===== src/hw/rtl/cdtmc_pkg.sv =====
// package for the countdown timer mode controller
// holds the event and mode codes, register indexes and the payload structs
// no dependencies
`default_nettype none

package cdtmc_pkg;

	// event kinds carried in the func field
	typedef enum logic [2:0] {
		FUNC_WAKE   = 3'd0,
		FUNC_PRESS  = 3'd1,
		FUNC_LONG   = 3'd2,
		FUNC_ROTATE = 3'd3,
		FUNC_TICK   = 3'd4
	} func_t;

	// controller modes
	typedef enum logic [2:0] {
		MODE_SLEEP  = 3'd0,
		MODE_WAKING = 3'd1,
		MODE_SET    = 3'd2,
		MODE_COUNT  = 3'd3,
		MODE_ALERT  = 3'd4,
		MODE_PROMPT = 3'd5,
		MODE_CALIB  = 3'd6
	} mode_t;

	// configuration register indexes
	typedef enum logic [2:0] {
		REG_WAKE_TIMEOUT  = 3'd0,
		REG_SET_TIMEOUT   = 3'd1,
		REG_ALERT_TIMEOUT = 3'd2,
		REG_CALIB_TIMEOUT = 3'd3,
		REG_BLINK_PERIOD  = 3'd4,
		REG_BLINK_ON      = 3'd5,
		REG_MAX_SET       = 3'd6,
		REG_CALIB_DETENTS = 3'd7
	} reg_idx_t;

	localparam int CFG_W = 16;

	// reset values of the configuration registers
	localparam logic [15:0] WAKE_TIMEOUT_RST  = 16'd4;
	localparam logic [15:0] SET_TIMEOUT_RST   = 16'd480;
	localparam logic [15:0] ALERT_TIMEOUT_RST = 16'd960;
	localparam logic [15:0] CALIB_TIMEOUT_RST = 16'd240;
	localparam logic [15:0] BLINK_PERIOD_RST  = 16'd32;
	localparam logic [15:0] BLINK_ON_RST      = 16'd1;
	localparam logic [6:0]  MAX_SET_RST       = 7'd120;
	localparam logic [7:0]  CALIB_DETENTS_RST = 8'd36;

	// reset value of the set minutes and the ceiling of the under-zero count
	localparam logic [6:0] SET_MINUTES_RST = 7'd25;
	localparam logic [8:0] UNDER_ZERO_MAX  = 9'd511;

	// one input event
	typedef struct packed {
		logic [2:0]        func;
		logic signed [7:0] delta;
	} item_t;

	// one result
	typedef struct packed {
		mode_t       mode;
		logic [6:0]  set_value;
		logic [6:0]  remaining;
		logic        led_lit;
		logic        display_enabled;
		logic [15:0] minute_length;
	} result_t;

endpackage

`default_nettype wire


===== src/hw/rtl/countdown_timer_mode_controller.sv =====
// countdown timer mode controller: one event in, one result out
// an event passes the input register, then the result register; one event per cycle
// while the result is not stalled; the state update runs between these two
// registers, so the next event always sees the updated state
// asynchronous active-low reset: sleep mode, 25 set minutes, registers at their defaults
// depends on cdtmc_pkg
`default_nettype none

module countdown_timer_mode_controller
	import cdtmc_pkg::*;
#(
	parameter int TICKS_PER_SECOND = 16
) (
	input  wire logic               clk,
	input  wire logic               arst_n,
	input  wire logic               item_valid,
	output logic                    item_stall,
	input  wire item_t              item,
	output logic                    result_valid,
	input  wire logic               result_stall,
	output result_t                 result,
	input  wire logic               cfg_we,
	input  wire logic [2:0]         cfg_index,
	input  wire logic [CFG_W-1:0]   cfg_data
);

	localparam logic [15:0] TPM_RST = 16'((60 * TICKS_PER_SECOND) & 16'hFFFF);

	// configuration registers
	logic [15:0] wake_to_q, set_to_q, alert_to_q, calib_to_q;
	logic [15:0] blink_period_q, blink_on_q;
	logic [6:0]  max_set_q;
	logic [7:0]  calib_detents_q;

	// controller state
	mode_t       mode_q, mode_d;
	logic [6:0]  set_min_q, set_min_d;
	logic [6:0]  left_q, left_d;
	logic [15:0] idle_q, idle_d;
	logic [15:0] blink_q, blink_d;
	logic [8:0]  uzt_q, uzt_d;
	logic [15:0] tpm_q, tpm_d;
	logic        led_q, led_d;
	logic        disp_q, disp_d;

	// pipeline registers
	logic        valid_s1;
	item_t       item_s1;
	logic        advance;
	logic        commit;

	// scratch values for the update
	logic [15:0]       idle_inc;
	logic signed [9:0] sum;
	logic [9:0]        uzt_sum;
	logic [8:0]        uzt_new;
	logic [16:0]       blink_nxt;
	logic [6:0]        left_tick;

	// handshake: the result register frees up when empty or taken
	assign advance    = !result_valid || !result_stall;
	assign item_stall = valid_s1 && !advance;
	assign commit     = valid_s1 && advance;

	// configuration writes
	always_ff @(posedge clk or negedge arst_n) begin
		if (!arst_n) begin
			wake_to_q       <= WAKE_TIMEOUT_RST;
			set_to_q        <= SET_TIMEOUT_RST;
			alert_to_q      <= ALERT_TIMEOUT_RST;
			calib_to_q      <= CALIB_TIMEOUT_RST;
			blink_period_q  <= BLINK_PERIOD_RST;
			blink_on_q      <= BLINK_ON_RST;
			max_set_q       <= MAX_SET_RST;
			calib_detents_q <= CALIB_DETENTS_RST;
		end else if (cfg_we) begin
			case (reg_idx_t'(cfg_index))
				REG_WAKE_TIMEOUT:  wake_to_q       <= cfg_data;
				REG_SET_TIMEOUT:   set_to_q        <= cfg_data;
				REG_ALERT_TIMEOUT: alert_to_q      <= cfg_data;
				REG_CALIB_TIMEOUT: calib_to_q      <= cfg_data;
				REG_BLINK_PERIOD:  blink_period_q  <= cfg_data;
				REG_BLINK_ON:      blink_on_q      <= cfg_data;
				REG_MAX_SET:       max_set_q       <= cfg_data[6:0];
				REG_CALIB_DETENTS: calib_detents_q <= cfg_data[7:0];
				default: ;
			endcase
		end
	end

	// input register
	always_ff @(posedge clk or negedge arst_n) begin
		if (!arst_n) begin
			valid_s1 <= 1'b0;
		end else if (!item_stall) begin
			valid_s1 <= item_valid;
		end
	end

	always_ff @(posedge clk) begin
		if (item_valid && !item_stall) begin
			item_s1 <= item;
		end
	end

	// shared arithmetic
	assign idle_inc  = (idle_q == 16'hFFFF) ? 16'hFFFF : idle_q + 16'd1;
	assign sum       = $signed({3'b000, set_min_q}) + 10'(item_s1.delta);
	assign uzt_sum   = {1'b0, uzt_q} + 10'(-sum);
	assign blink_nxt = {1'b0, blink_q} + 17'd1;

	// next state
	always_comb begin
		mode_d    = mode_q;
		set_min_d = set_min_q;
		left_d    = left_q;
		idle_d    = idle_q;
		blink_d   = blink_q;
		uzt_d     = uzt_q;
		tpm_d     = tpm_q;
		led_d     = led_q;
		disp_d    = disp_q;
		uzt_new   = uzt_q;
		left_tick = left_q;
		case (func_t'(item_s1.func))
			FUNC_WAKE: begin
				if (mode_q == MODE_SLEEP) begin
					idle_d = '0;
					mode_d = MODE_WAKING;
				end
			end
			FUNC_PRESS: begin
				case (mode_q)
					MODE_WAKING: begin
						disp_d = 1'b1;
						idle_d = '0;
						uzt_d  = '0;
						mode_d = MODE_SET;
					end
					MODE_SET: begin
						left_d = set_min_q;
						idle_d = '0;
						mode_d = MODE_COUNT;
					end
					MODE_ALERT: begin
						led_d  = 1'b0;
						idle_d = '0;
						uzt_d  = '0;
						mode_d = MODE_SET;
					end
					MODE_PROMPT: begin
						idle_d = '0;
						mode_d = MODE_CALIB;
					end
					MODE_CALIB: begin
						tpm_d  = idle_q;
						idle_d = '0;
						uzt_d  = '0;
						mode_d = MODE_SET;
					end
					default: ;
				endcase
			end
			FUNC_LONG: begin
				disp_d = 1'b0;
				led_d  = 1'b0;
				mode_d = MODE_SLEEP;
			end
			FUNC_ROTATE: begin
				if (mode_q == MODE_SET) begin
					// wide sum, shortfall below zero feeds the calibration count
					if (sum < 0) begin
						uzt_new   = (uzt_sum > 10'(UNDER_ZERO_MAX)) ? UNDER_ZERO_MAX
							: uzt_sum[8:0];
						set_min_d = '0;
					end else if (sum[7:0] > {1'b0, max_set_q}) begin
						uzt_new   = '0;
						set_min_d = max_set_q;
					end else begin
						uzt_new   = '0;
						set_min_d = sum[6:0];
					end
					uzt_d  = uzt_new;
					idle_d = '0;
					if (uzt_new >= {1'b0, calib_detents_q}) begin
						mode_d = MODE_PROMPT;
					end
				end
			end
			FUNC_TICK: begin
				case (mode_q)
					MODE_WAKING: begin
						idle_d = idle_inc;
						if (idle_inc >= wake_to_q) begin
							disp_d = 1'b0;
							led_d  = 1'b0;
							mode_d = MODE_SLEEP;
						end
					end
					MODE_SET: begin
						idle_d = idle_inc;
						if (idle_inc >= set_to_q) begin
							disp_d = 1'b0;
							led_d  = 1'b0;
							mode_d = MODE_SLEEP;
						end
					end
					MODE_COUNT: begin
						// minute boundary, floor at zero
						idle_d = idle_inc;
						if (idle_inc >= tpm_q) begin
							if (left_q != '0) begin
								left_tick = left_q - 7'd1;
							end
							idle_d = '0;
						end
						left_d = left_tick;
						if (left_tick == '0) begin
							blink_d = '0;
							idle_d  = '0;
							mode_d  = MODE_ALERT;
						end
					end
					MODE_ALERT: begin
						// blink cycle
						if (blink_q == '0) begin
							led_d = 1'b1;
						end else if (blink_q == blink_on_q) begin
							led_d = 1'b0;
						end
						blink_d = (blink_nxt >= {1'b0, blink_period_q}) ? '0
							: blink_nxt[15:0];
						idle_d = idle_inc;
						if (idle_inc >= alert_to_q) begin
							led_d  = 1'b0;
							idle_d = '0;
							uzt_d  = '0;
							mode_d = MODE_SET;
						end
					end
					MODE_PROMPT: begin
						idle_d = idle_inc;
						if (idle_inc >= calib_to_q) begin
							disp_d = 1'b0;
							led_d  = 1'b0;
							mode_d = MODE_SLEEP;
						end
					end
					MODE_CALIB: begin
						idle_d = idle_inc;
					end
					default: ;
				endcase
			end
			default: ;
		endcase
	end

	// state registers, updated on each event that moves to the result stage
	always_ff @(posedge clk or negedge arst_n) begin
		if (!arst_n) begin
			mode_q    <= MODE_SLEEP;
			set_min_q <= SET_MINUTES_RST;
			left_q    <= '0;
			idle_q    <= '0;
			blink_q   <= '0;
			uzt_q     <= '0;
			tpm_q     <= TPM_RST;
			led_q     <= 1'b0;
			disp_q    <= 1'b0;
		end else if (commit) begin
			mode_q    <= mode_d;
			set_min_q <= set_min_d;
			left_q    <= left_d;
			idle_q    <= idle_d;
			blink_q   <= blink_d;
			uzt_q     <= uzt_d;
			tpm_q     <= tpm_d;
			led_q     <= led_d;
			disp_q    <= disp_d;
		end
	end

	// result register
	always_ff @(posedge clk or negedge arst_n) begin
		if (!arst_n) begin
			result_valid <= 1'b0;
		end else if (advance) begin
			result_valid <= valid_s1;
		end
	end

	always_ff @(posedge clk) begin
		if (commit) begin
			result.mode            <= mode_d;
			result.set_value       <= set_min_d;
			result.remaining       <= left_d;
			result.led_lit         <= led_d;
			result.display_enabled <= disp_d;
			result.minute_length   <= tpm_d;
		end
	end

endmodule

`default_nettype wire

===== config.mk =====
export PLATFORM = sky130hd
export DESIGN_NAME = countdown_timer_mode_controller
export DESIGN_NICKNAME = d
export VERILOG_FILES = /design/src/hw/rtl/cdtmc_pkg.sv /design/src/hw/rtl/countdown_timer_mode_controller.sv
export SDC_FILE = /design/constraint.sdc
export NUM_CORES = 1
export LEC_CHECK = 0
export BUFFER_PORTS_ARGS = -buffer_cell sky130_fd_sc_hd__buf_2
export CAP_MARGIN = 15
export CORE_AREA = 2 2 188 144
export DETAILED_ROUTE_END_ITERATION = 7
export DIE_AREA = 0 0 190 146
export PLACE_DENSITY = 0.69
export SYNTH_ARGS = -nofsm -noshare
export SYNTH_HDL_FRONTEND = slang
export SYNTH_SLANG_ARGS = --single-unit
export TNS_END_PERCENT = 10

===== constraint.sdc =====
create_clock -name clk -period 15 [get_ports clk]
set_input_delay 0.75 -clock clk [delete_from_list [all_inputs] [get_ports clk]]
set_output_delay 0.75 -clock clk [all_outputs]
set_load 0.05 [all_outputs]

# Word level (Yosys, flattened, before mapping)
# Cells that the tools add are included.
dict set report word_totals {
  mem_count 0
  in_bits 35
  wordCells 161
  mem_bits_rw 0
  ff_bits 235
  latchBits 0
  rom_bits 0
  out_inout_bits 37
}
dict set report classes {
  n_addsub 6
  muxes 60
  magnitude_cmp 10
  n_bitwise 0
  n_shift 0
  eq_ne 27
  n_reduce_logical 31
  div 0
  n_mul 0
}
# operator count
set op_table {}
lappend op_table {{$mux W16} 11}
lappend op_table {{$ge A16 B16 Y1} 5}
lappend op_table {{$mux W9} 8}
lappend op_table {{$mux W7} 10}
lappend op_table {{$pmux W16 S4} 1}
lappend op_table {{$pmux W16 S3} 1}
lappend op_table {{$pmux W16 S2} 1}
lappend op_table {{$pmux W3 S5} 2}
lappend op_table {{$pmux W9 S3} 1}
lappend op_table {{$eq A3 B3 Y1 const B} 8}
lappend op_table {{$mux W3} 8}
lappend op_table {{$eq A3 B2 Y1 const B} 6}
lappend op_table {{$add A16 B1 Y17 const B} 1}
lappend op_table {{$ge A17 B16 Y1} 1}
lappend op_table {{$add A16 B1 Y16 const B} 1}
lappend op_table {{$eq A16 B16 Y1} 1}
lappend op_table {{$eq A16 B16 Y1 const B} 1}
lappend op_table {{$logic_not A16 Y1} 1}
lappend op_table {{$reduce_and A2 Y1} 8}
lappend op_table {{$pmux W7 S2} 1}
lappend op_table {{$ne A2 B2 Y1 const B} 6}
lappend op_table {{$reduce_and A6 Y1} 2}
lappend op_table {{$mux W1} 11}
lappend op_table {{$add A9 B10 Y10} 1}
lappend op_table {{other kinds (26)} 37}

# Longest topological paths before layout
# Gate-level depths: netlist (run 1).
dict set report logic_depth {
  word_depth 12
  mapped_depth 26
  ltp_nobuf 25
}

# Worst setup path before layout (run 1)
# No wires, ideal clock.
dict set report synth_path {
  path_type {register -> register}
  start {reg set_min_q[0]}
  end {reg result[32] (netlist name), data pin}
  slack_ps 9990
  stages_incl_launch_ff 27
  arrival_ps 4752
  required_time_ps 14742
  n_path_buf 1
  setup_time_ps 258
  cell_sequence {dfstp_2 > ha_1 > inv_1 > fa_1 > nand2b_1 > a21oi_1 > o21ai_0 > nand2b_1 > xor2_1 > inv_1 > ha_1 > or3_1 > nor3_1 > nor3_1 > o21ai_0 > nor2b_1 > clkbuf_1 > a21oi_1 > ha_1 > a21oi_1 > o21ai_0 > a21o_1 > a31oi_1 > o221ai_1 > a21o_1 > a31oi_1 > nor2_1}
}
dict set report synth_via {
  elab_chain_len 12
}
# element line_no
set synth_rtl {}
lappend synth_rtl {{start: declaration} countdown_timer_mode_controller.sv:37} ;# logic [6:0] set_min_q, set_min_d;
lappend synth_rtl {{start signal: assignment} countdown_timer_mode_controller.sv:273} ;# set_min_q <= set_min_d;
lappend synth_rtl {{$add A8 B8 Y9 *} countdown_timer_mode_controller.sv:108} ;# assign sum = $signed({3'b000, set_min_q}) + 10'(item_s1.delta);
lappend synth_rtl {{$neg A9 Y10} countdown_timer_mode_controller.sv:109} ;# assign uzt_sum = {1'b0, uzt_q} + 10'(-sum);
lappend synth_rtl {{$add A9 B10 Y10} countdown_timer_mode_controller.sv:109}
lappend synth_rtl {{$gt A10 B9 Y1} countdown_timer_mode_controller.sv:173} ;# uzt_new = (uzt_sum > 10'(UNDER_ZERO_MAX)) ? UNDER_ZERO_MAX
lappend synth_rtl {{$mux W9} countdown_timer_mode_controller.sv:173}
lappend synth_rtl {{$mux W9 *} countdown_timer_mode_controller.sv:172} ;# if (sum < 0) begin
lappend synth_rtl {{$mux W9 *} countdown_timer_mode_controller.sv:170} ;# if (mode_q == MODE_SET) begin
lappend synth_rtl {{$mux W9 *} countdown_timer_mode_controller.sv:125} ;# case (func_t'(item_s1.func))
lappend synth_rtl {{$ge A9 B8 Y1 *} countdown_timer_mode_controller.sv:185} ;# if (uzt_new >= {1'b0, calib_detents_q}) begin
lappend synth_rtl {{$mux W3 *} countdown_timer_mode_controller.sv:185}
lappend synth_rtl {{$mux W3 *} countdown_timer_mode_controller.sv:170}
lappend synth_rtl {{$pmux W3 S5 *} countdown_timer_mode_controller.sv:125}
lappend synth_rtl {{net mode_d[0]} countdown_timer_mode_controller.sv:36} ;# mode_t mode_q, mode_d;
lappend synth_rtl {{end: declaration} countdown_timer_mode_controller.sv:21} ;# output result_t result,
# Mark *: on every way through the listed nets, which the timed path passes. The rest lies on a longest branch. The select of a mux whose other input is x is not followed.
# A chain may end at the register's enable or synchronous reset.

# Worst setup path in the final report (run 1)
dict set report layout_path {
  start {reg set_min_q[0]}
  end {reg mode_q[2]}
}
dict set report layout_via {
  elab_chain_len 12
}
# element line_no
set layout_rtl {}
lappend layout_rtl {{$add A8 B8 Y9 *} countdown_timer_mode_controller.sv:108}
lappend layout_rtl {{$neg A9 Y10} countdown_timer_mode_controller.sv:109}
lappend layout_rtl {{$add A9 B10 Y10} countdown_timer_mode_controller.sv:109}
lappend layout_rtl {{$gt A10 B9 Y1} countdown_timer_mode_controller.sv:173}
lappend layout_rtl {{$mux W9} countdown_timer_mode_controller.sv:173}
lappend layout_rtl {{$mux W9 *} countdown_timer_mode_controller.sv:172}
lappend layout_rtl {{$mux W9 *} countdown_timer_mode_controller.sv:170}
lappend layout_rtl {{$mux W9 *} countdown_timer_mode_controller.sv:125}
lappend layout_rtl {{$ge A9 B8 Y1 *} countdown_timer_mode_controller.sv:185}
lappend layout_rtl {{$mux W3 *} countdown_timer_mode_controller.sv:185}
lappend layout_rtl {{$mux W3 *} countdown_timer_mode_controller.sv:170}
lappend layout_rtl {{$pmux W3 S5 *} countdown_timer_mode_controller.sv:125}
lappend layout_rtl {{net mode_d[2]} countdown_timer_mode_controller.sv:36}
lappend layout_rtl {{end signal: assignment} countdown_timer_mode_controller.sv:272} ;# mode_q <= mode_d;
lappend layout_rtl {{end: declaration} countdown_timer_mode_controller.sv:36}
# Marked as above.

==> metrics.sh, run 1 <==
WL_PER_CELL_UM=18.2
SYNTH-XOR-AREA-SHARE=0.0305
SYNTH_AREA_PER_CELL_UM2=9.51
FINALWIRELENGTH_UM=34500
H-TREE-DEPTH=1
MAX-VDD-IR-DROP_mV=0.0964
SETUP_VIOL_COUNT_FINAL=0
CTS-ROOT-BUF='sky130_fd_sc_hd__clkbuf_16'
CLOCK_SINK_COUNT=235
POWER.SHARE.SEQUENTIAL=0.401
CHIPHEIGHT_UM=146
FINAL.SETUP.TNS_PS=0
YS_SEQ_ELEMENTS=235
POST-ROUTE-DRC-COUNT=0
SYNTH_FF_TYPE='sky130_fd_sc_hd__dfrtp_1'
COMPLEX_GATE_FRACTION_OF_THE_SYNTHESIZED_AREA=0.166
SLEW-LIMIT-HEADROOM=0.284
CRITICAL-PATH-SLOWEST-CELL='sky130_fd_sc_hd__dfstp_2'
TOTAL_SWITCHING_POWER_mW=0.718
SYNTHESIS.YOSYS.WARNINGS=0
WORST-ENDPOINT-ARRIVAL_PS=6320
VIA_COUNT=10900
CTS.CLK_SLEW.WORST_PATHS_PS=60
FINAL.MIN_CLOCK_PERIOD_PS=5900
WORSTSETUPSTARTPOINT='set_min_q[0]'
CTS-ROOT-TO-SINK-BUFFERS=3
CELL_PWR_DENSITY_nW_PER_UM2=136
SYNTH-SEQ-AREA-SHARE=0.436
DOMINANT_COMBINATIONAL_CELL_FAMILY_BY_AREA_AFTER_SYNTHESIS='compound AO/OA/AOI/OAI gates'
GRT_USAGE=0.253
CP-END-KIND='flip-flop'
SWITCHING_SHARE=0.339
YOSYSTOPAREACELLSHARE=0.286
SYN-INSTANCE-COUNT=1482
FINALNETCOUNT=1700
TIMING.CRITICAL_PATH.MODE_CELL='sky130_fd_sc_hd__o21ai_0'
SYNTH_AREA_LEADERS='sky130_fd_sc_hd__dfrtp_1 29%, sky130_fd_sc_hd__ha_1 12%, sky130_fd_sc_hd__edfxtp_1 9.8%'
TOTAL_LEAKAGE_POWER_nW=7.31
COMB_POWER_SHARE=0.301
IO_BUFFER_COUNT=71
CRITPATHLAUNCHTYPE='flip-flop'
NUMBER_OF_GLOBAL_ROUTE_VIAS_BEFORE_REPAIR=10400
SYNTH-SIMPLE-AREA-SHARE=0.144
INITIAL_ANTENNA_VIOLATION_COUNT=0
LIBRARY_CELLS_USED_BY_SYNTHESIS=68
CRITICAL_PATH_CLASS='reg2reg'
POWER.INTERNAL_mW=1.40
WORSTSKEWPAIRLATENCY_PS=530
HOLD_VIOLATIONS=0
HOLD_BUFFERS=0
GRT_MAX_DEGREE=124
POST-ROUTE-WORST-SETUP-SLACK_PS=9100
PATH_BUF_INV=2
POST_SYNTHESIS_CELL_AREA_UM2=14100
FIRSTDRTPASSITERS=5
HOLDCRITPATHCLASS='in2async'
REQUIRED_WORST_ENDPOINT_PS=15410
R2R-START='set_min_q[0]'
DRT.ANTENNA.VIOLATING_NETS=0
SYNTH_LARGEST_AREA_CELL='sky130_fd_sc_hd__dfrtp_1'
DIEAREA_UM2=27700
AREA.GROWTH.SYNTH_TO_FINAL_PCT=10.4
DIE_W_UM=190
ASYNC_FLOP_SHARE=0.804
TIGHTESTPINTRANSITION_PS=1070
NUMBER_OF_ENABLE_TYPE_REGISTER_CELLS_IN_THE_SYNTHESIZED_NETLIST=46
FMAX_MHz=169
MAX_CAP_VIOLATIONS=0
FINAL_CELL_COUNT_NO_FILL=1889
TRITONCTS_CLOCK_TREE='done'
CPPEAKSTAGEDELAY_PS=560
INITIAL_CORE_UTIL=0.548
SYNTH_MUX_AREA_FRAC=0.0446
GRT_SETUP_UNREPAIRED='false'
SYNTH.NET_COUNT=1655
NUM_IO_PINS=72
CRIT_FAMILY='compound AO/OA/AOI/OAI gates'
NUMBER_OF_BUFFERS_CREATED_BY_CTS=25
ROWS=51
CTS.REPAIR.RESIZED=0
CORE_REGION_AREA_UM2=25700
GP_CONGESTION=0.854
POST_CTS_REPAIR_SETUP_BUFFERS=0
FILLERINSTANCES=2178
ROUTED_VIA_DENSITY=5.79
FINALMAXSLEWVIOLATIONS=0
FINALCLOCKSKEW_PS=11.4
RUN_STATUS='finished clean'
DP_HPWL_UM=25000
PLACEMENT.SETUP.WORST_SLACK_PS=9160
PERIOD_SHARE=0.394
GRT.OVERFLOW.TOTAL=0
DPL.CELL_COUNT=1843
FINALCOREUTILIZATION=0.605
LAYOUT_CELLS_SIZED_ABOVE_1=0.142
FIRST_ITER_VIOLATIONS=1023
CRITICAL_PATH.MAX_FANOUT=7
FIRST_PASS_GRT_WIRE_LENGTH_UM=56000
CLKPWRFRAC=0.298
ANTENNA_CELLS=0
SYNTHADDERAREAFRAC=0.124
layer usage:
metal  global-route usage  up-vias  wire length (µm)
met5                    0        -                 0
met4               0.0550        0               633
met3               0.0321       36              1860
met2                0.373      303             14700
met1                0.396     5283             17200
li1                     -     5311                 -
worst reg2reg max path: stages (launching register included):
cell and delay [ps]:
sky130_fd_sc_hd__dfstp_2 560, sky130_fd_sc_hd__ha_1 170, sky130_fd_sc_hd__inv_1 50, sky130_fd_sc_hd__fa_1 400, sky130_fd_sc_hd__nand2b_1 190, sky130_fd_sc_hd__a21oi_1 210, sky130_fd_sc_hd__o21ai_0 110, sky130_fd_sc_hd__nand2b_1 120
sky130_fd_sc_hd__xor2_1 210, sky130_fd_sc_hd__inv_1 90, sky130_fd_sc_hd__ha_1 220, sky130_fd_sc_hd__or3_1 330, sky130_fd_sc_hd__nor3_1 350, sky130_fd_sc_hd__nor3_1 110, sky130_fd_sc_hd__o21ai_0 210, sky130_fd_sc_hd__nor2b_1 460
sky130_fd_sc_hd__a21oi_1 180, sky130_fd_sc_hd__ha_1 320, sky130_fd_sc_hd__a21oi_1 130, sky130_fd_sc_hd__o21ai_0 100, sky130_fd_sc_hd__a21o_1 190, sky130_fd_sc_hd__a31oi_1 160, sky130_fd_sc_hd__o221ai_1 240, sky130_fd_sc_hd__a31oi_1 260
sky130_fd_sc_hd__o21ai_0 130, sky130_fd_sc_hd__mux2_2 290
worst paths after layout:
check	to	slack, ps	depth (start not counted)
min in group clk	item_s1[0]	410	1
max in group asynchronous	calib_detents_q[6]	13120	2
hold reg to reg	result_valid	500	1
setup / recovery	mode_q[2]	9100	25
setup reg to reg	mode_q[2]	9100	25
hold / removal	wake_to_q[8]	400	1
power by group through the flow:
stage / logic (mW) / clock network, mW / registers, mW
CTS: 0.636 / 0.643 / 0.848
global placement: 0.618 / 0 / 0.856
finish: 0.638 / 0.632 / 0.849
detailed placement: 0.629 / 0 / 0.859
global route: 0.723 / 0.673 / 0.862
floorplan: 0.438 / 0 / 0.881
per-stage QoR:
step           area (µm²)  power [mW]  hold slack (ps)
3_3_place_gp        14700        1.47              466
5_1_grt             15600        2.26              381
3_5_place_dp        14700        1.49              475
4_1_cts             15600        2.13              389
6_report            15600        2.12              396
2_1_floorplan       14100        1.32              454
cells by family after synthesis:
logic type / after synthesis
compound gates: 379
xor+xnor: 49
fa+ha+maj: 138
buf+inv: 203
flops: 235
mux: 56
simple gates: 422
final cells by class:
| class | count | area [µm²] | share of cell area |
|---|---|---|---|
| Timing Repair Buffer | 81 | 437 | 0.0281 |
| Multi-Input combinational cell | 1044 | 7180 | 0.461 |
| Tap cell | 344 | 430 | 0.0277 |
| Sequential cell | 235 | 6150 | 0.395 |
| Inverter | 140 | 526 | 0.0338 |
| Clock buffer | 41 | 798 | 0.0513 |
| Clock inverter | 4 | 45.0 | 0.00289 |
state kept, by name, indices dropped and copies added, names as in the netlist, 3 cells and up:
name and flops:
max_set_q 7, set_min_q 7, blink_q 16, item_s1 11, uzt_q 9, left_q 7, result 35, mode_q 3
calib_to_q 16, set_to_q 16, wake_to_q 16, calib_detents_q 8, tpm_q 16, idle_q 16, blink_period_q 16, alert_to_q 16
blink_on_q 16
cell usage in the layout, fill, tap and decap left out, drive strengths merged, types with 9 or more instances in the layout:
| cell type | netlist | final |
|---|---|---|
| o21ai | 164 | 164 |
| and3 | 15 | 15 |
| inv | 140 | 140 |
| dfrtp | 161 | 161 |
| xor2 | 28 | 28 |
| edfxtp | 46 | 46 |
| nor3 | 28 | 28 |
| nor2b | 18 | 18 |
| clkbuf | 58 | 42 |
| a21o | 22 | 22 |
| nor4 | 10 | 10 |
| nand2 | 171 | 171 |
| xnor2 | 21 | 21 |
| nand4 | 22 | 22 |
| a31oi | 9 | 9 |
| mux2 | 54 | 54 |
| nor2 | 70 | 70 |
| o21a | 16 | 16 |
| a21oi | 75 | 75 |
| nand3 | 31 | 31 |
| buf | 5 | 80 |
| dfstp | 28 | 28 |
| nand2b | 23 | 23 |
| ha | 136 | 136 |
| a22o | 32 | 32 |
cells in the mapped netlist (3+ instances only):
library cell	number
sky130_fd_sc_hd__nor4_1	10
sky130_fd_sc_hd__a211o_1	4
sky130_fd_sc_hd__inv_1	140
sky130_fd_sc_hd__a21oi_1	74
sky130_fd_sc_hd__o22ai_1	4
sky130_fd_sc_hd__nand2b_1	22
sky130_fd_sc_hd__dfstp_2	28
sky130_fd_sc_hd__nor2_1	70
sky130_fd_sc_hd__nor2b_1	18
sky130_fd_sc_hd__nand2_1	171
sky130_fd_sc_hd__ha_1	136
sky130_fd_sc_hd__a31oi_1	9
sky130_fd_sc_hd__o21a_1	15
sky130_fd_sc_hd__nand4b_1	4
sky130_fd_sc_hd__edfxtp_1	46
sky130_fd_sc_hd__nor3b_1	5
sky130_fd_sc_hd__and4_1	3
sky130_fd_sc_hd__o31ai_1	7
sky130_fd_sc_hd__a31o_2	4
sky130_fd_sc_hd__nand3_1	31
sky130_fd_sc_hd__xnor2_1	21
sky130_fd_sc_hd__a22o_1	32
sky130_fd_sc_hd__or3_1	4
sky130_fd_sc_hd__a221oi_1	3
sky130_fd_sc_hd__o211ai_1	8
sky130_fd_sc_hd__o21ai_0	163
sky130_fd_sc_hd__a211oi_1	7
sky130_fd_sc_hd__o221ai_1	5
sky130_fd_sc_hd__xor2_1	28
sky130_fd_sc_hd__dfrtp_1	161
sky130_fd_sc_hd__a21o_1	22
sky130_fd_sc_hd__buf_6	3
sky130_fd_sc_hd__mux2_2	54
sky130_fd_sc_hd__clkbuf_1	58
sky130_fd_sc_hd__and2_1	7
sky130_fd_sc_hd__nand4_1	22
sky130_fd_sc_hd__and3_1	15
sky130_fd_sc_hd__nor3_1	28
Note: power is estimated with default switching activity, not from simulation.
==> run 2, diff against run 1 <==
- ABC_AREA: unset -> 1
- CORE_AREA: 2 2 188 144 -> 2 2 192 147
- DIE_AREA: 0 0 190 146 -> 0 0 194 149
- clock period: 15 -> 5.5 ns (I/O delays scaled with it)
==> run 2 against run 1 <==
  * Critical path depth shrank 3
  * Sequential power grew to 2.8 times the previous value
  * Global-route usage is essentially flat
  * Routed wire length grew 4.6%
  * Non-clock buffer count grew 21
  * Critical path type unchanged
  * Power grew to 3.4 times the previous value
  * Critical endpoint is now result[32]
  * Via count grew 10%
  * Combinational power grew to 4.8 times the previous value
  * Synthesized area grew 4.2%
  * Count of clock-buffer cells in the layout is the same
==> metrics.sh, run 2 <==
RUN_STATUS='finished clean'
TRITONCTS_CLOCK_TREE='done'
H-TREE-DEPTH=1
POST-ROUTE-DRC-COUNT=0
SYNTH.TOP_CELLS.BY_COUNT='448 x sky130_fd_sc_hd__nand2_1, 287 x sky130_fd_sc_hd__inv_1, 191 x sky130_fd_sc_hd__o21ai_0, 161 x sky130_fd_sc_hd__dfrtp_1, 136 x sky130_fd_sc_hd__ha_1'
WORST-ENDPOINT-ARRIVAL_PS=5270
FMAX_MHz=200
CRITICAL_PATH_CLASS='reg2reg'
DRT.ANTENNA.VIOLATING_NETS=0
SYNTH_AREA_LEADERS='sky130_fd_sc_hd__dfrtp_1 27%, sky130_fd_sc_hd__ha_1 12%, sky130_fd_sc_hd__nand2_1 11%'
SYNTH.NET_COUNT=1994
FINALNETCOUNT=2078
TIGHTESTPINTRANSITION_PS=1070
MAX-VDD-IR-DROP_mV=0.276
BUSIEST_LAYER='met2'
FILLERINSTANCES=2447
YOSYSTOPAREACELLSHARE=0.274
WORSTSKEWPAIRLATENCY_PS=550
ROUTED_VIA_DENSITY=5.29
CRITICAL_PATH.REG2REG.ENDPOINT='result[32]'
DPL.CELL_COUNT=2213
YOSYS.CELL_COUNT.TOP_TYPE='sky130_fd_sc_hd__nand2_1'
DPL_CELL_AREA_UM2=15400
NUM_IO_PINS=72
AREA.SEQUENTIAL_UM2=6150
GP_CONGESTION=0.895
TIMING.CRITICAL_PATH.CELLS='ha_1 -> inv_1 -> fa_1 -> o21ai_1 -> xor2_1 -> inv_1 -> ha_1 -> nand2_1 -> nor4_1 -> nor2_1 -> o21a_1 -> o21a_1 -> a21oi_1 -> ha_1 -> nand4_1 -> o221ai_1 -> nand3_1 -> nand2_1 -> a211oi_1 -> nand2_1 -> a211oi_1 -> nand2_1'
FIRST_ITER_VIOLATIONS=930
REG2REG_SLACK_PS=510
SYNTH_LARGEST_AREA_CELL='sky130_fd_sc_hd__dfrtp_1'
GR-USAGE-MET3=0.0341
PATH_BUF_INV=2
SYNTHESIS.YOSYS.WARNINGS=0
CP-END-KIND='flip-flop'
MULTI_INPUT_COMB_AREA_UM2=7180
SYN-INSTANCE-COUNT=1821
FINISH.INSTANCE_AREA_UM2=16400
CTS-ROOT-TO-SINK-BUFFERS=3
SLEW-LIMIT-HEADROOM=0.282
CELL_PWR_DENSITY_nW_PER_UM2=438
DP_HPWL_UM=26600
MAX_CAP_VIOLATIONS=0
GRT.OVERFLOW.TOTAL=0
ANTENNA_CELLS=0
GLOBALROUTEMET2UTIL=0.396
CHIPHEIGHT_UM=149
LAYOUT.CELLS.MOST_COMMON_LIST='448 x sky130_fd_sc_hd__nand2_1, 287 x sky130_fd_sc_hd__inv_1, 191 x sky130_fd_sc_hd__o21ai_0, 161 x sky130_fd_sc_hd__dfrtp_1, 136 x sky130_fd_sc_hd__ha_1'
POST_CTS_REPAIR_SETUP_BUFFERS=0
MIN_DELAY_PATH_DEPTH=3
ROWS=53
HOLD_PATH.STARTPOINT='cfg_data[12]'
CRITICAL-PATH-SLOWEST-CELL='sky130_fd_sc_hd__dfstp_2'
PERIOD_SHARE=0.908
SETUP_VIOL_COUNT_FINAL=0
NUMBER_OF_BUFFERS_CREATED_BY_CTS=26
FINAL_CELL_COUNT_NO_FILL=2282
GRT_SETUP_UNREPAIRED='false'
GRT_USE_MET1=0.377
HOLDCRITPATHCLASS='in2reg'
AREA.GROWTH.SYNTH_TO_FINAL_PCT=11.9
IO_BUFFER_COUNT=71
ASYNC_FLOP_SHARE=0.804
VIA_COUNT=12100
LAYOUT.CELLS.MOST_COMMON='sky130_fd_sc_hd__nand2_1'
LIBRARY_CELLS_USED_BY_SYNTHESIS=58
POST_SYNTHESIS_CELL_AREA_UM2=14700
CORE_REGION_AREA_UM2=27300
FINAL.SETUP.TNS_PS=0
LARGEST_REGISTER_FF_COUNT=35
CRITPATHLAUNCHTYPE='flip-flop'
NUMBER_OF_ENABLE_TYPE_REGISTER_CELLS_IN_THE_SYNTHESIZED_NETLIST=46
HOLD-WORST-SLACK_PS=130
NUMBER_OF_GLOBAL_ROUTE_VIAS_BEFORE_REPAIR=11600
CTS-ROOT-BUF='sky130_fd_sc_hd__clkbuf_16'
YS_SEQ_ELEMENTS=235
CRIT_FAMILY='compound AO/OA/AOI/OAI gates'
HOLD_VIOLATIONS=0
R2R-START='set_min_q[0]'
GRT_USAGE=0.253
INITIAL_CORE_UTIL=0.538
CTS.REPAIR.RESIZED=0
FINAL.MIN_CLOCK_PERIOD_PS=4990
CRITICAL_PATH.MAX_FANOUT=9
SYNTH_AREA_PER_CELL_UM2=8.07
FIRST_PASS_GRT_WIRE_LENGTH_UM=59500
FF2FF_PATH_DEPTH=22
CPPEAKSTAGEDELAY_PS=550
TIMING.CRITICAL_PATH.MODE_CELL='sky130_fd_sc_hd__nand2_1'
FIRSTDRTPASSITERS=5
CLOCK_SINK_COUNT=235
CTS.CLK_SLEW.WORST_PATHS_PS=60
TOTAL_LEAKAGE_POWER_nW=8.14
WORSTSETUPSTARTPOINT='set_min_q[0]'
LARGEST-REGISTER='result'
WL_PER_CELL_UM=15.8
LAYOUT_CELLS_SIZED_ABOVE_1=0.110
INITIAL_ANTENNA_VIOLATION_COUNT=0
HOLD_PATH_END='set_to_q[12]'
FINALMAXSLEWVIOLATIONS=0
FINALCLOCKSKEW_PS=15.4
SYNTH_FF_TYPE='sky130_fd_sc_hd__dfrtp_1'
DIEAREA_UM2=28900
GRT_MAX_DEGREE=92
DIE_W_UM=194
SYNTH-SEQ-AREA-SHARE=0.418
WORST-PATH-STAGES=22
REQUIRED_WORST_ENDPOINT_PS=5770
FINALWIRELENGTH_UM=36000
POST-ROUTE-WORST-SETUP-SLACK_PS=506
PLACEMENT.SETUP.WORST_SLACK_PS=619
-- run 2: cell types whose count changed in the layout (fill, tap and decap cells not counted), sizes merged, moves of 28 or more --
| cell | previous run | this run |
|---|---|---|
| mux2 | 54 | 0 |
| nand3 | 31 | 63 |
| inv | 140 | 304 |
| o21ai | 164 | 218 |
| a22o | 32 | 0 |
| nand2 | 171 | 456 |
| nor2 | 70 | 98 |
-- run 2: per-stage QoR --
| stage | power, mW | util |
|---|---|---|
| final | 7.20 | 0.601 |
| after floorplan | 4.65 | - |
| after detailed placement | 5.36 | 0.562 |
| after global placement | 5.28 | 0.562 |
| after global routing | 7.76 | 0.601 |
| after CTS | 7.21 | 0.601 |
-- run 2: where the power goes --
group	leakage (nW)	total, mW	switching, mW	internal [mW]
logic	4.94	3.06	2.00	1.05
registers	2.78	2.34	0.227	2.12
clock network	0.417	1.80	0.721	1.07
-- run 2: area by class of cell --
cell class	count	share of cell area
Inverter	305	0.0700
Multi-Input combinational cell	1235	0.437
Clock inverter	7	0.00716
Sequential cell	235	0.374
Clock buffer	41	0.0455
Timing Repair Buffer	102	0.0395
Tap cell	357	0.0272
-- run 2: worst register-to-register path, cell delays in order, from the launching register on --
cell and delay (ps):
sky130_fd_sc_hd__dfstp_2 550, sky130_fd_sc_hd__ha_1 180, sky130_fd_sc_hd__inv_1 60, sky130_fd_sc_hd__fa_1 400, sky130_fd_sc_hd__o21ai_1 230, sky130_fd_sc_hd__xor2_1 260, sky130_fd_sc_hd__inv_1 70, sky130_fd_sc_hd__ha_1 370
sky130_fd_sc_hd__nand2_1 90, sky130_fd_sc_hd__nor4_1 170, sky130_fd_sc_hd__nor2_1 100, sky130_fd_sc_hd__o21a_1 200, sky130_fd_sc_hd__o21a_1 280, sky130_fd_sc_hd__a21oi_1 260, sky130_fd_sc_hd__ha_1 300, sky130_fd_sc_hd__nand4_1 130
sky130_fd_sc_hd__o221ai_1 120, sky130_fd_sc_hd__nand3_1 80, sky130_fd_sc_hd__nand2_1 50, sky130_fd_sc_hd__a211oi_1 320, sky130_fd_sc_hd__nand2_1 140, sky130_fd_sc_hd__a211oi_1 230, sky130_fd_sc_hd__nand2_1 130
-- run 2: worst max-delay path by stage --
stage                     slack (ps)          to
final                            510  result[32]
after global routing              30   mode_q[0]
after CTS                        550  result[32]
after detailed placement         620  result[32]
after global placement           760  result[32]
after floorplan                 1110  result[32]
-- run 2: what timing repair did --
item                                   CTS  global route
endpoints found under the hold margin   97             0
hold buffers                            21             0
setup endpoints to repair                0             0
-- run 2: kinds of logic after synthesis --
| group | synth area share |
|---|---|
| xor gates and xnor gates | 0.0273 |
| AOI/OAI and AO/OA | 0.143 |
| DFF | 0.418 |
| buffers and inverters | 0.0933 |
| adders and majority gates | 0.119 |
| and+or+nand+nor | 0.199 |
-- run 2: per-layer routing --
| layer | vias up | part of all wire |
|---|---|---|
| met3 | 54 | 0.045 |
| met5 | - | 0 |
| li1 | 6125 | - |
| met2 | 272 | 0.43 |
| met4 | 0 | 0.021 |
| met1 | 5614 | 0.50 |
==> run 3, diff against run 2 <==
==> constraint.sdc (replaced) <==
create_clock -name clk -period 5.5 [get_ports clk]
set_input_delay 0.825 -clock clk [delete_from_list [all_inputs] [get_ports clk]]
set_output_delay 0.825 -clock clk [all_outputs]
set_load 0.05 [all_outputs]
==> run 3 against run 2 <==
  * Hold slack better by 270 ps
  * Sequential cell count unchanged
  * Cell count shrank 0.88%
  * Core utilization down 0.80 points
  * Clock power down 4%
  * Sequential share of layout area up 0.50 points
  * Sequential power barely moved
  * Via count grew 0.28%
==> metrics.sh, run 3 (synthesis gave the netlist of run 2 again) <==
LARGEST_REGISTER_FF_COUNT=35
H-TREE-DEPTH=1
CORE_REGION_AREA_UM2=27300
INITIAL_CORE_UTIL=0.538
FINALWIRELENGTH_UM=35500
TIGHTESTPINTRANSITION_PS=1090
DPL_CELL_AREA_UM2=15400
WORSTSKEWPAIRLATENCY_PS=550
MAX-VDD-IR-DROP_mV=0.356
GRT_MAX_DEGREE=104
CTS.CLK_SLEW.WORST_PATHS_PS=70
FINAL.MIN_CLOCK_PERIOD_PS=4940
FF2FF_PATH_DEPTH=24
FINISH.INSTANCE_AREA_UM2=16200
NUMBER_OF_GLOBAL_ROUTE_VIAS_BEFORE_REPAIR=11400
TRITONCTS_CLOCK_TREE='done'
ROUTED_VIA_DENSITY=5.35
LARGEST-REGISTER='result'
GRT_SETUP_UNREPAIRED='false'
ROWS=53
CRITPATHLAUNCHTYPE='flip-flop'
LAYOUT.CELLS.MOST_COMMON='sky130_fd_sc_hd__nand2_1'
FIRST_ITER_VIOLATIONS=977
DP_HPWL_UM=26700
FINALNETCOUNT=2058
VIA_COUNT=12100
FINALMAXSLEWVIOLATIONS=0
WL_PER_CELL_UM=15.7
FIRST_PASS_GRT_WIRE_LENGTH_UM=58800
CELL_PWR_DENSITY_nW_PER_UM2=439
NUMBER_OF_BUFFERS_CREATED_BY_CTS=26
REQUIRED_WORST_ENDPOINT_PS=5760
HOLD_BUFFERS=0
TOTAL_LEAKAGE_POWER_nW=8.05
CTS.REPAIR.RESIZED=0
CLOCK_SINK_COUNT=235
RUN_STATUS='finished clean'
WORST-ENDPOINT-ARRIVAL_PS=5200
IO_BUFFER_COUNT=71
HOLDCRITPATHCLASS='in2async'
TIMING.CRITICAL_PATH.CELLS='ha_1 -> inv_1 -> fa_1 -> o21ai_1 -> xor2_1 -> inv_1 -> ha_1 -> nand2_1 -> nor4_1 -> nor2_1 -> o21a_1 -> o21a_1 -> a21oi_1 -> ha_1 -> nand4_1 -> o221ai_1 -> nand3_1 -> nand2_1 -> a211oi_1 -> nand2_1 -> nand2_1 -> nand2_1 -> nand2_1 -> nand4_1'
DIEAREA_UM2=28900
CP-END-KIND='flip-flop'
INITIAL_ANTENNA_VIOLATION_COUNT=0
TIMING.CRITICAL_PATH.MODE_CELL='sky130_fd_sc_hd__nand2_1'
CPPEAKSTAGEDELAY_PS=560
PERIOD_SHARE=0.898
LAYOUT.CELLS.MOST_COMMON_LIST='448 x sky130_fd_sc_hd__nand2_1, 287 x sky130_fd_sc_hd__inv_1, 191 x sky130_fd_sc_hd__o21ai_0, 161 x sky130_fd_sc_hd__dfrtp_1, 136 x sky130_fd_sc_hd__ha_1'
CHIPHEIGHT_UM=149
CTS-ROOT-TO-SINK-BUFFERS=3
AREA.GROWTH.SYNTH_TO_FINAL_PCT=10.4
FILLERINSTANCES=2472
POST-ROUTE-DRC-COUNT=0
MAX_CAP_VIOLATIONS=0
LAYOUT_CELLS_SIZED_ABOVE_1=0.115
FMAX_MHz=202
GRT_USAGE=0.251
CTS-ROOT-BUF='sky130_fd_sc_hd__clkbuf_16'
NUM_IO_PINS=72
GRT.OVERFLOW.TOTAL=0
FINAL.SETUP.TNS_PS=0
SLEW-LIMIT-HEADROOM=0.268
POST_CTS_REPAIR_SETUP_BUFFERS=0
DRT.ANTENNA.VIOLATING_NETS=0
FIRSTDRTPASSITERS=5
CRITICAL_PATH.MAX_FANOUT=9
ANTENNA_CELLS=0
DIE_W_UM=194
CRITICAL_PATH_CLASS='reg2reg'
HOLD_VIOLATIONS=0
GP_CONGESTION=0.895
SETUP_VIOL_COUNT_FINAL=0
FINALCLOCKSKEW_PS=21.8
CRITICAL-PATH-SLOWEST-CELL='sky130_fd_sc_hd__dfstp_2'
-- run 3: metal layers --
metal	routed length [µm]	vias up	share of wire	global-route usage
li1	-	6071	-	-
met1	17700	5692	0.50	0.377
met2	15300	293	0.43	0.391
met3	1820	43	0.051	0.0337
met4	598	0	0.017	0.0504
met5	0	-	0	0
-- run 3: path summary, 6_finish.rpt --
check / slack [ps] / end / startpoint
min reg2reg: 480 / result_valid / valid_s1
max: 560 / result[34] / set_min_q[0]
max in group asynchronous: 3930 / valid_s1 / arst_n
max reg2reg: 560 / result[34] / set_min_q[0]
min: 400 / blink_period_q[10] / arst_n
min in group clk: 470 / item_s1[3] / item[3]
-- run 3: power by group --
group / internal [mW] / switching, mW / total, mW
logic: 1.04 / 2.00 / 3.04
clock network: 0.980 / 0.751 / 1.73
registers: 2.12 / 0.227 / 2.34
-- run 3: worst max-delay path: cells and delay by family, from the launching register on --
| family | cells | cell delay (ps) |
|---|---|---|
| AOI/OAI and AO/OA | 6 | 1370 |
| xor gates and xnor gates | 1 | 280 |
| adders and majority gates | 4 | 1240 |
| buffers and inverters | 2 | 130 |
| DFF | 1 | 560 |
| and+or+nand+nor | 11 | 1090 |
-- run 3: stage by stage --
step / instances / utilization / hold WS (ps) / setup WS, ps / power (mW)
3_3_place_gp: 2214 / 0.562 / 466 / 744 / 5.29
3_5_place_dp: 2214 / 0.562 / 473 / 619 / 5.37
2_1_floorplan: 1821 / - / 444 / 1110 / 4.65
4_1_cts: 2262 / 0.594 / 427 / 608 / 7.12
5_1_grt: 2262 / 0.594 / 439 / 23.8 / 7.69
6_report: 2262 / 0.594 / 396 / 561 / 7.11
-- run 3: layout make-up --
class | count | area [µm²] | area share
Clock buffer | 31 | 711 | 0.0438
Inverter | 305 | 1150 | 0.0709
Timing Repair Buffer | 82 | 447 | 0.0275
Sequential cell | 235 | 6150 | 0.379
Tap cell | 357 | 447 | 0.0275
Clock inverter | 17 | 140 | 0.00864
Multi-Input combinational cell | 1235 | 7180 | 0.443
